`config.mk`:
```
export PLATFORM = sky130hd
export DESIGN_NAME = sorted_priority_queue
export DESIGN_NICKNAME = d
export VERILOG_FILES = /design/src/hw/rtl/spq_pkg.sv /design/src/hw/rtl/sorted_priority_queue.sv /design/src/hw/rtl/spq_ctrl.sv /design/src/hw/rtl/spq_dpath.sv
export VERILOG_INCLUDE_DIRS = /design/src /design/src/hw/rtl
export SDC_FILE = /design/constraint.sdc
export NUM_CORES = 1
export LEC_CHECK = 0
export BUFFER_PORTS_ARGS = -buffer_cell sky130_fd_sc_hd__buf_2
export CORE_MARGIN = 2
export CORE_UTILIZATION = 52
export DETAILED_ROUTE_END_ITERATION = 8
export PLACE_DENSITY = 0.68
export SETUP_SLACK_MARGIN = 0.1
export SYNTH_ARGS = -nofsm -noshare
export SYNTH_HDL_FRONTEND = slang
export SYNTH_SLANG_ARGS = --single-unit
```
`constraint.sdc`:
```
create_clock -name clk -period 12.08 [get_ports clk]
set_input_delay 1.208 -clock clk [delete_from_list [all_inputs] [get_ports clk]]
set_output_delay 1.208 -clock clk [all_outputs]
set_load 0.02 [all_outputs]
```
`src/hw/rtl/sorted_priority_queue_defines.svh`:
```
// Assertion macros shared by the sorted priority queue RTL.
// Needs no other file; the checks compile away when SYNTHESIS is defined.
`ifndef SORTED_PRIORITY_QUEUE_DEFINES_SVH
`define SORTED_PRIORITY_QUEUE_DEFINES_SVH

`ifndef SYNTHESIS

// Checks cons in the same cycle as ante.
`define SPQ_ASSERT_IMP(label, clk, rst_n, ante, cons) \
	label: assert property (@(posedge clk) disable iff (!rst_n) (ante) |-> (cons)) \
		else $error("assertion failed");

// Checks cons in the cycle after ante.
`define SPQ_ASSERT_NXT(label, clk, rst_n, ante, cons) \
	label: assert property (@(posedge clk) disable iff (!rst_n) (ante) |=> (cons)) \
		else $error("assertion failed");

`else

`define SPQ_ASSERT_IMP(label, clk, rst_n, ante, cons)
`define SPQ_ASSERT_NXT(label, clk, rst_n, ante, cons)

`endif

`endif

```
`src/hw/rtl/spq_pkg.sv`:
```
// Types and codes of the sorted priority queue.
// Used by the controller, the datapath and the top level; depends on nothing.
package spq_pkg;

	localparam int PID_W  = 16;
	localparam int PRIO_W = 8;
	localparam int OCC_W  = 5;

	typedef enum logic [1:0] {
		ACT_ENQ = 2'd0,
		ACT_DEQ = 2'd1,
		ACT_REM = 2'd2
	} action_t;

	typedef enum logic [1:0] {
		ST_OK       = 2'd0,
		ST_EMPTY    = 2'd1,
		ST_FULL     = 2'd2,
		ST_NOTFOUND = 2'd3
	} status_t;

	typedef struct packed {
		action_t             action;
		logic [PID_W-1:0]    process_id;
		logic [PRIO_W-1:0]   prio;
	} req_t;

	typedef struct packed {
		logic [PID_W-1:0]    out_pid;
		logic [PRIO_W-1:0]   out_prio;
		status_t             status;
		logic [OCC_W-1:0]    occupancy;
	} rsp_t;

	// Commands from the controller to the datapath.
	typedef struct packed {
		logic load;
		logic commit;
	} ctrl_cmd_t;

endpackage

```
`src/hw/rtl/sorted_priority_queue.sv`:
```
// Sorted priority queue of (process id, priority) entries, lowest priority value
// served first and first come first served among equal priorities. Each item is
// an enqueue, a dequeue of the front entry, or a removal of the first entry with
// a given process id, and yields exactly one result with status and occupancy.
// In the cycle an item is accepted every slot of the register array compares
// against it in parallel; once the result register is free, the array shifts
// and the result register loads. A new item is accepted once the previous one
// has committed, so the block does not take a new item before it is through
// with the last one; a waiting result does not block acceptance, only the
// next commit. No clearing pass runs after reset.
// Depends on spq_pkg, spq_ctrl and spq_dpath.
module sorted_priority_queue #(
	parameter int DEPTH = 16
) (
	input  logic             clk,
	input  logic             arst_n,
	input  logic             req_valid,
	output logic             req_stall,
	input  spq_pkg::req_t    req,
	output logic             rsp_valid,
	input  logic             rsp_stall,
	output spq_pkg::rsp_t    rsp
);

	spq_pkg::ctrl_cmd_t cmd;

	spq_ctrl u_ctrl (
		.clk       (clk),
		.arst_n    (arst_n),
		.req_valid (req_valid),
		.req_stall (req_stall),
		.rsp_valid (rsp_valid),
		.rsp_stall (rsp_stall),
		.cmd       (cmd)
	);

	spq_dpath #(
		.DEPTH (DEPTH)
	) u_dpath (
		.clk    (clk),
		.arst_n (arst_n),
		.cmd    (cmd),
		.req    (req),
		.rsp    (rsp)
	);

endmodule

```
`src/hw/rtl/spq_ctrl.sv`:
```
// Controller of the sorted priority queue: handshakes and sequencing.
// Depends on spq_pkg and sorted_priority_queue_defines.svh.
`include "sorted_priority_queue_defines.svh"

module spq_ctrl (
	input  logic                  clk,
	input  logic                  arst_n,
	input  logic                  req_valid,
	output logic                  req_stall,
	output logic                  rsp_valid,
	input  logic                  rsp_stall,
	output spq_pkg::ctrl_cmd_t    cmd
);

	typedef enum logic [1:0] {
		S_IDLE = 2'b01,
		S_EXEC = 2'b10
	} state_t;

	state_t state_q;
	state_t state_d;
	logic   rsp_valid_q;
	logic   load;
	logic   commit;

	assign req_stall = (state_q != S_IDLE);
	assign load      = req_valid && (state_q == S_IDLE);
	// The result register must be free, or be emptied in this same cycle.
	assign commit    = (state_q == S_EXEC) && (!rsp_valid_q || !rsp_stall);
	assign rsp_valid = rsp_valid_q;

	always_comb begin
		cmd.load   = load;
		cmd.commit = commit;
	end

	always_comb begin
		state_d = state_q;
		case (state_q)
			S_IDLE: begin
				if (load) begin
					state_d = S_EXEC;
				end
			end
			S_EXEC: begin
				if (commit) begin
					state_d = S_IDLE;
				end
			end
			default: begin
				state_d = S_IDLE;
			end
		endcase
	end

	always_ff @(posedge clk or negedge arst_n) begin
		if (!arst_n) begin
			state_q     <= S_IDLE;
			rsp_valid_q <= 1'b0;
		end else begin
			state_q <= state_d;
			if (commit) begin
				rsp_valid_q <= 1'b1;
			end else if (!rsp_stall) begin
				rsp_valid_q <= 1'b0;
			end
		end
	end

	`SPQ_ASSERT_NXT(a_load_to_exec, clk, arst_n, load, state_q == S_EXEC)
	`SPQ_ASSERT_IMP(a_commit_free, clk, arst_n, commit, !(rsp_valid_q && rsp_stall))
	`SPQ_ASSERT_NXT(a_commit_shows, clk, arst_n, commit, rsp_valid_q && (state_q == S_IDLE))

endmodule

```
`src/hw/rtl/spq_dpath.sv`:
```
// Datapath of the sorted priority queue: slot array, compare flags, shift and result register.
// Depends on spq_pkg and sorted_priority_queue_defines.svh.
`include "sorted_priority_queue_defines.svh"

module spq_dpath #(
	parameter int DEPTH = 16
) (
	input  logic                  clk,
	input  logic                  arst_n,
	input  spq_pkg::ctrl_cmd_t    cmd,
	input  spq_pkg::req_t         req,
	output spq_pkg::rsp_t         rsp
);

	localparam int CW = $clog2(DEPTH + 1);
	localparam logic [DEPTH-1:0] LSB_ONE = DEPTH'(1);

	logic [spq_pkg::PRIO_W-1:0] slot_prio_q [DEPTH];
	logic [spq_pkg::PID_W-1:0]  slot_pid_q  [DEPTH];
	logic [CW-1:0]              count_q;

	spq_pkg::req_t              req_s1;
	logic [DEPTH-1:0]           le_s1;
	logic [DEPTH-1:0]           match_s1;
	spq_pkg::rsp_t              rsp_q;

	logic [DEPTH-1:0]           le_d;
	logic [DEPTH-1:0]           match_d;

	logic                       full;
	logic                       empty;
	logic                       found;
	logic                       do_ins;
	logic                       do_rem;
	logic [DEPTH-1:0]           rm_vec;
	logic [DEPTH-1:0]           rm_dec;
	logic [DEPTH-1:0]           rm_after;
	logic [DEPTH-1:0]           rm_first;
	logic [spq_pkg::PID_W-1:0]  sel_pid;
	logic [spq_pkg::PRIO_W-1:0] sel_prio;
	logic [CW-1:0]              count_d;
	spq_pkg::status_t           status_d;

	// Every slot compares against the incoming item in parallel.
	always_comb begin
		for (int i = 0; i < DEPTH; i++) begin
			le_d[i]    = (CW'(i) < count_q) && (slot_prio_q[i] <= req.prio);
			match_d[i] = (CW'(i) < count_q) && (slot_pid_q[i] == req.process_id);
		end
	end

	always_ff @(posedge clk) begin
		if (cmd.load) begin
			req_s1   <= req;
			le_s1    <= le_d;
			match_s1 <= match_d;
		end
	end

	assign full  = (count_q == CW'(DEPTH));
	assign empty = (count_q == '0);
	assign found = |match_s1;

	always_comb begin
		do_ins   = 1'b0;
		do_rem   = 1'b0;
		status_d = spq_pkg::ST_OK;
		case (req_s1.action)
			spq_pkg::ACT_ENQ: begin
				if (full) begin
					status_d = spq_pkg::ST_FULL;
				end else begin
					do_ins = 1'b1;
				end
			end
			spq_pkg::ACT_DEQ: begin
				if (empty) begin
					status_d = spq_pkg::ST_EMPTY;
				end else begin
					do_rem = 1'b1;
				end
			end
			spq_pkg::ACT_REM: begin
				if (!found) begin
					status_d = spq_pkg::ST_NOTFOUND;
				end else begin
					do_rem = 1'b1;
				end
			end
			default: begin
				status_d = spq_pkg::ST_OK;
			end
		endcase
	end

	// A dequeue is a removal whose only match is the front slot. The lowest
	// set bit marks the slot taken out, and every slot from there up moves down.
	assign rm_vec   = (req_s1.action == spq_pkg::ACT_DEQ) ? (empty ? '0 : LSB_ONE) : match_s1;
	assign rm_dec   = rm_vec - LSB_ONE;
	assign rm_after = ~(~rm_vec & rm_dec);
	assign rm_first = rm_vec & ~rm_dec;

	always_comb begin
		sel_pid  = '0;
		sel_prio = '0;
		for (int i = 0; i < DEPTH; i++) begin
			if (rm_first[i]) begin
				sel_pid  = sel_pid | slot_pid_q[i];
				sel_prio = sel_prio | slot_prio_q[i];
			end
		end
	end

	always_comb begin
		count_d = count_q;
		if (do_ins) begin
			count_d = count_q + CW'(1);
		end else if (do_rem) begin
			count_d = count_q - CW'(1);
		end
	end

	for (genvar gi = 0; gi < DEPTH; gi++) begin : g_slot
		logic                       up_le;
		logic [spq_pkg::PRIO_W-1:0] up_prio;
		logic [spq_pkg::PID_W-1:0]  up_pid;
		logic [spq_pkg::PRIO_W-1:0] dn_prio;
		logic [spq_pkg::PID_W-1:0]  dn_pid;

		if (gi == 0) begin : g_head
			assign up_le   = 1'b1;
			assign up_prio = req_s1.prio;
			assign up_pid  = req_s1.process_id;
		end else begin : g_body
			assign up_le   = le_s1[gi-1];
			assign up_prio = slot_prio_q[gi-1];
			assign up_pid  = slot_pid_q[gi-1];
		end

		if (gi == DEPTH - 1) begin : g_tail
			assign dn_prio = slot_prio_q[gi];
			assign dn_pid  = slot_pid_q[gi];
		end else begin : g_inner
			assign dn_prio = slot_prio_q[gi+1];
			assign dn_pid  = slot_pid_q[gi+1];
		end

		// On insert, the first slot past the lower-or-equal run takes the new
		// item and the slots above it move up by one.
		always_ff @(posedge clk) begin
			if (cmd.commit) begin
				if (do_ins && !le_s1[gi]) begin
					slot_prio_q[gi] <= up_le ? req_s1.prio : up_prio;
					slot_pid_q[gi]  <= up_le ? req_s1.process_id : up_pid;
				end else if (do_rem && rm_after[gi]) begin
					slot_prio_q[gi] <= dn_prio;
					slot_pid_q[gi]  <= dn_pid;
				end
			end
		end
	end

	always_ff @(posedge clk or negedge arst_n) begin
		if (!arst_n) begin
			count_q <= '0;
		end else if (cmd.commit) begin
			count_q <= count_d;
		end
	end

	always_ff @(posedge clk) begin
		if (cmd.commit) begin
			rsp_q.out_pid   <= do_rem ? sel_pid : '0;
			rsp_q.out_prio  <= do_rem ? sel_prio : '0;
			rsp_q.status    <= status_d;
			rsp_q.occupancy <= spq_pkg::OCC_W'(count_d);
		end
	end

	assign rsp = rsp_q;

	`SPQ_ASSERT_IMP(a_count_bound, clk, arst_n, 1'b1, count_q <= CW'(DEPTH))
	`SPQ_ASSERT_IMP(a_sorted, clk, arst_n, cmd.commit, (le_s1 & (le_s1 + LSB_ONE)) == '0)
	`SPQ_ASSERT_IMP(a_one_update, clk, arst_n, cmd.commit, !(do_ins && do_rem))

endmodule
```
==> run summary <==
Status = completed
Final setup fails = 0
Fraction of layout cells with a size suffix above 1 = 0.277
Critical Path End Type = flip-flop
Crit Path Max Fanout = 25
Top FF cell, synth = edfxtp_1
Worst reg-to-reg setup slack = 7400 ps
Final instance area = 35300 um2
Req. time, crit path = 12440 ps
Most frequent cell after synthesis = mux2_2
Yosys top cell area share = 0.434
Least-Margin Pin Slew = 1290 ps
Hold crit path type = in -> async
Vias in the first global route = 24400
RSZ-0062 raised after global routing = no
Wire per inst = 33.8 um
Synth Cell Area = 32700 um2
Post-Route Setup TNS = 0 ps
Share of power burned in the clock network = 0.329
Total internal power = 3.37 mW
Fmax = 0.213 GHz
Commonest cells post-synth = 495 x mux2_2, 473 x edfxtp_1, 166 x xor2_1, 164 x clkbuf_1, 136 x ha_1
Critical path type = reg -> reg
# clock sinks = 481
I/O Buffers = 62
Filler instances = 5140
P per Cell Area = 139 nW/um2
Clock-pin transition on the worst setup and hold timing paths = 60 ps
Nets = 2896
Post-route setup slack = 7400 ps
Root Buffer = clkbuf_16
CTS tree = built
Post-synthesis sequential area ratio = 0.440
#FFs+latches synth = 481
Max IR drop VDD = 0.113 mV
Syn Inst Count = 2762
Via-to-Cell Ratio = 7.07
Mean Syn Cell Area = 11.8 um2
Largest net degree at the start of global routing = 52
Area leader, netlist = edfxtp_1
DRC = 0
Syn Nets = 2928
RD Place Congestion = 1.02
Crit-path cells = inv_1, ha_1, nor4b_1, nor2_1, o311a_4, nand2_4, or3_1, o21ai_2, buf_4
Initial antenna violation count = 3
Netlist cell types = 71
Post-CTS sizing = 0
Post-DP Area = 33700 um2
CP max-delay cell = or3_1
Core ar. = 61900 um2
Main area contributors after synthesis = edfxtp_1 43%, mux2_2 17%, ha_1 5.2%, xor2_1 4.4%, mux2i_1 2.9%
Worst Hold Margin = 450 ps
DRT iter0 DRCs = 3974
Post-DP HPWL = 83.7 mm
Worst R2R Start = u_dpath.count_q[1]
Hold Buf Count CTS = 0
Max-slew violation count = 0
Die width = 255 um
Area grow syn2layout = 8.07%
H-tree level count = 2
Setup Buffers After CTS = 0
Pre-CTS setup slack = 7100 ps
Max cap viols = 0
Slowest stage delay, CP = 1020 ps
Leak Pwr = 12.4 nW
GRT overflow = 0
Total GRT Usage = 0.372
Ys async rst share = 0.0166
Period utilization = 0.388
Worst relative slew slack = 0.139
First-pass GRT wire length = 173 mm
Clock Latency Late Sink = 640 ps
Setup Skew = 31.5 ps
Critical path startpoint = u_dpath.count_q[1]
Worst EP arrival = 5040 ps
Tmin final = 4680 ps
DR vias = 25500
Number of I/O pins = 63
Row Count = 91
DRT antenna net count = 0
DR pass1 iterations = 6
Path depth of the worst reg2reg path = 9
End point of the critical path = u_dpath.slot_pid_q[4][14]
Startpoint Class = flip-flop
FF-to-FF End = u_dpath.slot_pid_q[4][14]
Reg power frac = 0.432
Fin. Hold Viols = 0
Combinational share of power = 0.239
Post-Route WL = 122 mm
Number of synthesized flops with an enable pin = 473
Switch share = 0.316
Num CTS Buffers = 55
Clock tree buffer depth = 3
Final Core Density = 0.571
Die area = 64900 um2
Initial core utilization = 0.528
Die height = 255 um
Ys Warns = 0
Switch Pwr = 1.56 mW
==> worst max-delay path: cells and delay by family, from the launching register on <==
kind / cells / cell delay [ps]
DFF: 1 / 540
AOI/OAI and AO/OA: 2 / 830
and+or+nand+nor: 4 / 2190
buffers and inverters: 2 / 580
adders and majority gates: 1 / 260
==> how the worst min path moves through the flow <==
stage | start | end | slack [ps]
after detailed placement | u_ctrl.rsp_valid | u_ctrl.state_q[0] | 480
after CTS | arst_n | u_ctrl.rsp_valid | 430
after global routing | arst_n | u_ctrl.rsp_valid | 460
after floorplan | u_ctrl.state_q[1] | u_ctrl.rsp_valid | 480
final | arst_n | u_dpath.count_q[4] | 450
after global placement | u_ctrl.rsp_valid | u_ctrl.state_q[0] | 470
==> layer usage <==
| metal | global-route usage | up-vias | wire length, um |
|---|---|---|---|
| met5 | 0 | - | 26 |
| met4 | 0.160 | 4 | 5960 |
| met3 | 0.113 | 373 | 18400 |
| met2 | 0.528 | 2136 | 50500 |
| met1 | 0.525 | 12600 | 47300 |
| li1 | - | 10500 | - |
==> cells in the final DEF, fill, tap and decap left out, types with 56 or more instances in the layout <==
| cell | count |
|---|---|
| a21oi_1 | 107 |
| a22oi_1 | 93 |
| nor2_1 | 125 |
| xor2_1 | 166 |
| ha_1 | 136 |
| xnor2_1 | 97 |
| buf_4 | 64 |
| nand2_1 | 128 |
| edfxtp_1 | 473 |
| o21ai_0 | 92 |
| mux2i_1 | 94 |
| clkbuf_16 | 56 |
| buf_2 | 62 |
| mux2_2 | 495 |
==> per-stage QoR <==
stage / std cells / power, mW
3_5_place_dp: 3510 / 3.29
2_1_floorplan: 2762 / 2.89
5_1_grt: 3611 / 5.04
3_3_place_gp: 3510 / 3.25
4_1_cts: 3611 / 4.89
6_report: 3612 / 4.93
==> registers in the layout (all words and copies together) (netlist names) <==
signal	flops
u_dpath.count_q	5
u_dpath.slot_prio_q	128
u_dpath.match_s1	16
u_dpath.le_s1	16
u_dpath.g_slot.up_pid	16
u_ctrl.rsp_valid	1
u_dpath.g_slot.up_prio	8
u_dpath.rsp	31
u_dpath.slot_pid_q	256
u_dpath.req_s1	2
u_ctrl.state_q	2
==> layout make-up <==
cell class	count	area, um2	area share
antenna	1	2.50	0.0000708
clock buffer	71	1470	0.0415
clock inverter	30	204	0.00577
inverter	36	135	0.00382
multi-input combinational	2030	17300	0.489
sequential	481	14400	0.408
tap	837	1050	0.0296
timing repair buffer	126	791	0.0224
==> power by group through the flow <==
stage / clock network (mW) / registers [mW] / logic, mW
finish: 1.62 / 2.13 / 1.18
global route: 1.68 / 2.12 / 1.24
CTS: 1.63 / 2.11 / 1.15
detailed placement: 0 / 2.15 / 1.14
global placement: 0 / 2.14 / 1.11
floorplan: 0 / 2.06 / 0.839
==> cell families (layout without fill, tap and decap cells) <==
family / after synthesis / after routing / share of synthesized area
AND/OR/NAND/NOR: 471 / 471 / 0.0710
XOR/XNOR: 263 / 263 / 0.0704
adder cells (fa/ha/maj): 136 / 136 / 0.0520
buffers and inverters: 251 / 263 / 0.0355
other: 0 / 1 / 0
flip-flops: 481 / 481 / 0.440
multiplexers: 647 / 647 / 0.221
AO/OA/AOI/OAI: 513 / 513 / 0.109
Power figures use the tool's default switching activity.
